===== src/sv/assert_macros.svh =====
// Assertion macros shared by the arithmetic unit's modules.
`ifndef ASSERT_MACROS_SVH
`define ASSERT_MACROS_SVH

// A property that must hold at every clock edge outside reset.
`define ASSERT_ALWAYS(label, clk, rst, prop, msg) \
   label: assert property (@(posedge clk) disable iff (rst) prop) else $error(msg);

// When the condition holds, the consequence must hold in the next cycle.
`define ASSERT_NEXT(label, clk, rst, cond, cons, msg) \
   label: assert property (@(posedge clk) disable iff (rst) (cond) |=> (cons)) else $error(msg);

`endif


===== src/sv/qalu_pkg.sv =====
// Types and constants shared by the fixed-point arithmetic unit.
`timescale 1ns / 1ps
package qalu_pkg;

   localparam int unsigned DATA_W   = 32;
   localparam int unsigned FQ_DEPTH = 2;
   localparam int unsigned FQ_AW    = $clog2(FQ_DEPTH);
   localparam int unsigned FQ_CW    = $clog2(FQ_DEPTH + 1);

   typedef enum logic [3:0] {
      OP_ADD   = 4'd0,
      OP_SUB   = 4'd1,
      OP_MUL   = 4'd2,
      OP_DIV   = 4'd3,
      OP_INC   = 4'd4,
      OP_DEC   = 4'd5,
      OP_TOINT = 4'd6,
      OP_MIN   = 4'd7,
      OP_MAX   = 4'd8
   } op_type;

   // Item after classification in the front part.
   typedef struct packed {
      logic [3:0]               op;
      logic signed [DATA_W-1:0] a;
      logic signed [DATA_W-1:0] b;
      logic                     lt;
      logic                     gt;
      logic                     eq;
      logic                     dbz;
   } item_type;

   // Partial result that travels alongside the divider.
   typedef struct packed {
      logic signed [DATA_W-1:0] value;
      logic                     lt;
      logic                     gt;
      logic                     eq;
      logic                     ovf;
      logic                     dbz;
      logic                     is_mul;
      logic                     is_div;
      logic                     q_neg;
   } side_type;

endpackage


===== src/sv/qalu_front.sv =====
// Front part: takes items, classifies them and holds them in a short queue.
`timescale 1ns / 1ps
module qalu_front (
   input  logic                             clock,
   input  logic                             reset,
   input  logic                             req_push,
   output logic                             req_full,
   input  logic [3:0]                       req_op,
   input  logic signed [qalu_pkg::DATA_W-1:0] req_operand_a,
   input  logic signed [qalu_pkg::DATA_W-1:0] req_operand_b,
   output logic                             item_valid,
   output qalu_pkg::item_type               item,
   input  logic                             item_pop
);
   import qalu_pkg::*;
   `include "assert_macros.svh"

   item_type             slot_ff [FQ_DEPTH];
   item_type             new_item;
   logic [FQ_AW-1:0]     wr_ptr_ff, wr_ptr_in, rd_ptr_ff, rd_ptr_in;
   logic [FQ_CW-1:0]     count_ff, count_in;
   logic                 push_ok, pop_ok;

   always_comb begin
      new_item.op  = req_op;
      new_item.a   = req_operand_a;
      new_item.b   = req_operand_b;
      new_item.lt  = req_operand_a < req_operand_b;
      new_item.gt  = req_operand_a > req_operand_b;
      new_item.eq  = req_operand_a == req_operand_b;
      new_item.dbz = (req_op == OP_DIV) && (req_operand_b == '0);
   end

   assign req_full   = count_ff == FQ_CW'(FQ_DEPTH);
   assign item_valid = count_ff != '0;
   assign item       = slot_ff[rd_ptr_ff];
   assign push_ok    = req_push && !req_full;
   assign pop_ok     = item_pop && item_valid;

   always_comb begin
      wr_ptr_in = push_ok ? wr_ptr_ff + 1'b1 : wr_ptr_ff;
      rd_ptr_in = pop_ok ? rd_ptr_ff + 1'b1 : rd_ptr_ff;
      unique case ({push_ok, pop_ok})
         2'b10:   count_in = count_ff + 1'b1;
         2'b01:   count_in = count_ff - 1'b1;
         default: count_in = count_ff;
      endcase
   end

   always_ff @(posedge clock) begin
      if (reset) begin
         wr_ptr_ff <= '0;
         rd_ptr_ff <= '0;
         count_ff  <= '0;
      end else begin
         wr_ptr_ff <= wr_ptr_in;
         rd_ptr_ff <= rd_ptr_in;
         count_ff  <= count_in;
      end
   end

   always_ff @(posedge clock) begin
      if (push_ok) begin
         slot_ff[wr_ptr_ff] <= new_item;
      end
   end

   `ASSERT_ALWAYS(a_fq_bound, clock, reset, count_ff <= FQ_CW'(FQ_DEPTH), "queue count beyond depth")
   `ASSERT_NEXT(a_fq_full_hold, clock, reset, req_full && !item_pop, count_ff == $past(count_ff), "full queue changed without a pop")

endmodule


===== config.mk =====
export PLATFORM = sky130hd
export DESIGN_NAME = qalu_front
export DESIGN_NICKNAME = d
export VERILOG_FILES = /design/src/sv/qalu_pkg.sv /design/src/sv/qalu_front.sv
export VERILOG_INCLUDE_DIRS = /design/src /design/src/sv
export SDC_FILE = /design/constraint.sdc
export NUM_CORES = 1
export LEC_CHECK = 0
export BUFFER_PORTS_ARGS = -buffer_cell sky130_fd_sc_hd__buf_2
export CAP_MARGIN = 20
export CORE_MARGIN = 2
export CORE_UTILIZATION = 60
export CTS_BUF_LIST = sky130_fd_sc_hd__clkbuf_2 sky130_fd_sc_hd__clkbuf_4 sky130_fd_sc_hd__clkbuf_8
export DETAILED_ROUTE_END_ITERATION = 7
export GPL_ROUTABILITY_DRIVEN = 0
export HOLD_SLACK_MARGIN = 0.08
export PLACE_DENSITY = 0.87
export SETUP_SLACK_MARGIN = 0.3
export SYNTH_ARGS = -nofsm -noshare
export SYNTH_HDL_FRONTEND = slang
export SYNTH_SLANG_ARGS = --single-unit

===== constraint.sdc =====
create_clock -name clock -period 6.9 [get_ports clock]
set_input_delay 1.38 -clock clock [delete_from_list [all_inputs] [get_ports clock]]
set_output_delay 1.38 -clock clock [all_outputs]
set_load 0.1 [all_outputs]

* Word level (Yosys, flattened, before mapping)
Memories as Yosys holds them, arrays and structs flattened. A register that Yosys moved wholly into a read port is not among the register bits. Cells that the tools add are included.
Storage, ports and cells: output and inout bits 74, memories 1, bits in writable memories 144, flip-flop bits (word level) 4, logic and storage cells 27, bits of input ports 72
Cells by class: reduce and logical (&&, ||, !) cells 7, multiplexer cells 5, equality and inequality tests 5, add/sub/neg operators 4, magnitude comparators 2
Memory list:
- slot_ff | words 2, width 72, rd ports 1, clocked after Yosys merged registers in 1, write ports 1, RTL line qalu_front.sv:18 | item_type slot_ff [FQ_DEPTH];
Operators with widths (number):
- equality test 32 bit | 1
- > comparator 32 bit | 1
- logical NOT 32 bit | 1
- less-than comparator 32 bit | 1
- equality test 2 bit (second input constant) | 2
- equality test 4 x 2 -> 1 bit (second input constant) | 1
- two-way mux 1 bit | 4
- one-hot mux 2 bit (2 select lines) | 1
- nonzero test 2 bit | 2
- logical AND 1 bit | 3
- adder 1 bit (second input constant) | 2
- adder 2 x 1 -> 2 bit (second input constant) | 1
- equality test 2 x 1 -> 1 bit (second input constant) | 1
- subtractor 2 x 1 -> 2 bit (second input constant) | 1
- logical NOT 1 bit | 1

* Depth between registers and ports, before layout
depth in word-level cells 5, gate-level depth with buffers 8

* Least setup slack after synthesis
OpenSTA, ideal clock, no wires.
path type input to register, start input port req_push, end memory slot_ff[0][0] in the netlist's numbering, enable pin, slack 1919 ps, setup time 502 ps, data arrival time 4478 ps, cell stages on the path 2, buffers on the path 0, cell sequence nand2_1 > nor2_1
Between the ends: word-level cells in the longest chain between the ends 3
RTL lines:
- start, declared | RTL line qalu_front.sv:6 | input logic req_push,
- logical AND 1 bit | RTL line qalu_front.sv:37 | assign push_ok = req_push && !req_full;
- two-way mux 1 bit | RTL line qalu_front.sv:63 | if (push_ok) begin
- two-way mux 1 bit (implied by the code) | RTL line qalu_front.sv:64 | slot_ff[wr_ptr_ff] <= new_item;
- end, declared | RTL line qalu_front.sv:18
Every way passes these cells.

==> results.txt <==
The run finished with clean final reports. TritonCTS built the clock tree. After layout, the worst path uses 52.5% of the clock period.

Setup violations remaining at the end of the flow were counted as 0. The fmax is 0.276 GHz. The tools report the total negative slack as 0 ns. The via count normalized by instance count was 5.39; the detailed-routed wire length on met3 was 758 microns. Synthesis produced 378 cells. The number of antenna violations at the first check in global routing is 0, and the HPWL after detailed placement is 8050 microns. For this design, the sink count on the clock tree is 149. In this run the tool buffered the top-level ports with 145 buffer cells.

Hold repair after CTS inserted 0 buffers. Sequential elements use 70.3% of the synthesized area. In this run the core area contains 37 standard-cell rows.

In this run the post-CTS setup repair buffer count came out at 0. Clock tree root buffer cell: sky130_fd_sc_hd__clkbuf_8. The post-layout net count was 640. Flip-flop and latch count after synthesis: 149.

The critical path is of the reg -> out type. During synthesis, Yosys emitted a total of 0 warnings. In the global route stage, overall resource usage came out at 22.0%. In this run the vertical extent of the chip is 106 microns. Area overhead of the layout relative to synthesis: 20.2%. Each instance of the synthesized netlist takes up on average 16.6 sq um.

The area of the core was 10200 sq um. The highest layer touched by signal routing is met4. For this run, the leading register cell type out of synthesis is sky130_fd_sc_hd__edfxtp_1.

The source-to-sink clock delay at the later pin of the worst-skew pair was 0.44 ns; the slew of the pin with the lowest slew margin was 1.00 ns. The detailed router put a total of 5100 microns of wire on met1. The depth of the worst register-to-register path was 4; the area enclosed by the die boundary was 11300 sq um. The logs give 3687 for the number of vias in the routed layout and 4.87 ns for the slack of the worst reg-to-reg path. Once detail routing completed, the nets flagged for antenna violations numbered 0. Synthesis produced a netlist with a net count of 483.

The via count of the first global-routing pass is 3765, and the average wire per cell in the routed design is 17.6 microns. Entering global routing, the biggest net connects 73 pins. Yosys mapped the design onto 32 distinct sky130hd cell types. In this run the count of I/O pins placed on the die edge is 146. The mapped cell area is 6290 sq um, and the count of final hold-check violations is 0.

For this run, asynchronously set or reset flops after synthesis account for 0%. Following the worst setup path forward leads to its endpoint at item[3]. The routed design could run at a clock period as short as 3.62 ns. At the worst endpoint, the arrival time is 2.24 ns.

Summed over all layers, the global routing overflow is 0. In this run, synthesis inferred 144 flip-flops with an integrated enable. The worst slew slack as a fraction of its limit is 33.1%, and the reported max-cap violation count is 0. The tools report the endpoint of the worst register-to-register path as slot_ff[0][21].

The count of filler cells inserted in the layout was 670; the met2 wire length was 5940 microns. Between clock sinks in the finished design, the worst skew comes to 0.0102 ns. The worst setup path is launched from a register.

The kind of end point of the critical path is an output port. The number of gates resized after cts was 0. After clock tree synthesis, the clock-pin slew on the worst setup and hold paths is 0.08 ns.

Setup repair after global routing left no endpoint under its margin. The path class of the tightest hold or removal check is reg -> reg. The global-route wire length before repair came out at 18500 microns.

The floorplan die width was 106 microns; the number of clock buffers inserted by TritonCTS was 17. In this run the worst path has a maximum fanout of 72. The first detailed-routing pass took 4 iterations. The number of antenna diodes in the final layout is 0. Wires add up to 12000 microns. The worst register-to-register path begins at count_ff[0]. The logs give 4 for the maximum level of the CTS H-tree and 0 for the post-detailed-route DRC marker count.

For the initial core utilization, the log shows 61.5%. For the worst setup path, the data required time is 5.52 ns. The run gives 0 as the final number of max-transition violations.

The maximum buffer depth of the clock tree was 2; the violation count after the first detailed-route iteration was 156. Share of layout cells above drive strength 1: 46.9%.
## synthesized netlist by cell type, types with 3 or more instances
| cell type | count | area share [%] |
|---|---|---|
| sky130_fd_sc_hd__nor4_1 | 9 | 0.89 |
| sky130_fd_sc_hd__a21oi_1 | 11 | 0.88 |
| sky130_fd_sc_hd__o21ai_0 | 6 | 0.48 |
| sky130_fd_sc_hd__nand2_1 | 9 | 0.54 |
| sky130_fd_sc_hd__ha_1 | 33 | 6.6 |
| sky130_fd_sc_hd__nand3_1 | 3 | 0.24 |
| sky130_fd_sc_hd__mux2_2 | 72 | 13 |
| sky130_fd_sc_hd__edfxtp_1 | 144 | 69 |
| sky130_fd_sc_hd__dfxtp_1 | 5 | 1.6 |
| sky130_fd_sc_hd__nand2b_1 | 4 | 0.40 |
| sky130_fd_sc_hd__clkbuf_1 | 6 | 0.36 |
| sky130_fd_sc_hd__inv_1 | 35 | 2.1 |
| sky130_fd_sc_hd__nor2_1 | 7 | 0.42 |
| sky130_fd_sc_hd__nand4_1 | 7 | 0.70 |
| sky130_fd_sc_hd__or3_1 | 3 | 0.30 |
## stage by stage
step / cells / setup WS, ns / instance area, sq um / hold WS, ns / util (%)
final: 684 / 3.28 / 7560 / 0.508 / 73.9
after floorplan: 378 / 1.92 / 6290 / 0.461 / -
after global placement: 652 / 3.19 / 7180 / 0.477 / 70.2
after CTS: 684 / 3.25 / 7560 / 0.513 / 73.9
after global routing: 684 / 3.18 / 7560 / 0.554 / 73.9
after detailed placement: 652 / 3.24 / 7180 / 0.501 / 70.2
## final cells by class
type | count | area [sq um] | share of cell area [%]
clock inverter | 14 | 138 | 1.82
sequential | 149 | 4430 | 58.6
clock buffer | 18 | 241 | 3.19
multi-input combinational | 186 | 1720 | 22.7
tap | 136 | 170 | 2.25
timing repair buffer | 146 | 733 | 9.70
inverter | 35 | 131 | 1.74
## flip-flops by register name, indices dropped and copies added (netlist names), named ones only
register   count
slot_ff      144
count_ff       2
rd_ptr_ff      1
wr_ptr_ff      1
## per-layer routing
metal	vias to the layer above	global-route usage (%)
met5	-	0
met2	127	36.5
met3	19	6.13
li1	1752	-
met4	0	8.93
met1	1789	27.5
## kinds of logic after synthesis
family	count (synthesis)	share of synthesized area [%]
compound gates	27	2.72
xor+xnor	4	0.557
fa+ha+maj	33	6.56
buf+inv	43	2.57
flops	149	70.3
mux	72	12.9
simple gates	50	4.38
## critical path, stage by stage (launching register included)
cell and delay, ns:
sky130_fd_sc_hd__dfxtp_4 0.94, sky130_fd_sc_hd__mux2_2 0.31, sky130_fd_sc_hd__buf_2 0.44
## layout by cell type, fill, tap and decap left out, types with 2 or more instances in the layout
master                       count
sky130_fd_sc_hd__clkinv_4        2
sky130_fd_sc_hd__nand2_1         9
sky130_fd_sc_hd__clkinvlp_4      5
sky130_fd_sc_hd__a21o_1          2
sky130_fd_sc_hd__xnor2_1         2
sky130_fd_sc_hd__a21o_2          2
sky130_fd_sc_hd__o21ai_0         6
sky130_fd_sc_hd__clkinv_2        3
sky130_fd_sc_hd__ha_1           33
sky130_fd_sc_hd__nand4_1         7
sky130_fd_sc_hd__and2_1          2
sky130_fd_sc_hd__mux2_2         72
sky130_fd_sc_hd__inv_1          35
sky130_fd_sc_hd__or3_1           3
sky130_fd_sc_hd__buf_2         145
sky130_fd_sc_hd__bufinv_16       2
sky130_fd_sc_hd__xor2_1          2
sky130_fd_sc_hd__nand2b_1        4
sky130_fd_sc_hd__clkinv_1        2
sky130_fd_sc_hd__nand3_1         3
sky130_fd_sc_hd__a221oi_1        2
sky130_fd_sc_hd__nor2_1          6
sky130_fd_sc_hd__dfxtp_1         4
sky130_fd_sc_hd__clkbuf_8       17
sky130_fd_sc_hd__nor4_1          9
sky130_fd_sc_hd__edfxtp_1      144
sky130_fd_sc_hd__a21oi_1        11
## worst min path at each step
stage,endpoint,depth (start not counted),from
2_1_floorplan,count_ff[1],2,count_ff[1]
3_3_place_gp,count_ff[1],2,count_ff[1]
3_5_place_dp,register,2,rd_ptr_ff
4_1_cts,count_ff[1],2,count_ff[1]
5_1_grt,count_ff[1],2,count_ff[1]
6_report,count_ff[1],2,count_ff[1]
Power is left out: the tool's default activity adds up to more than one toggle a clock period on the data nets, which glitch-free logic cannot reach.
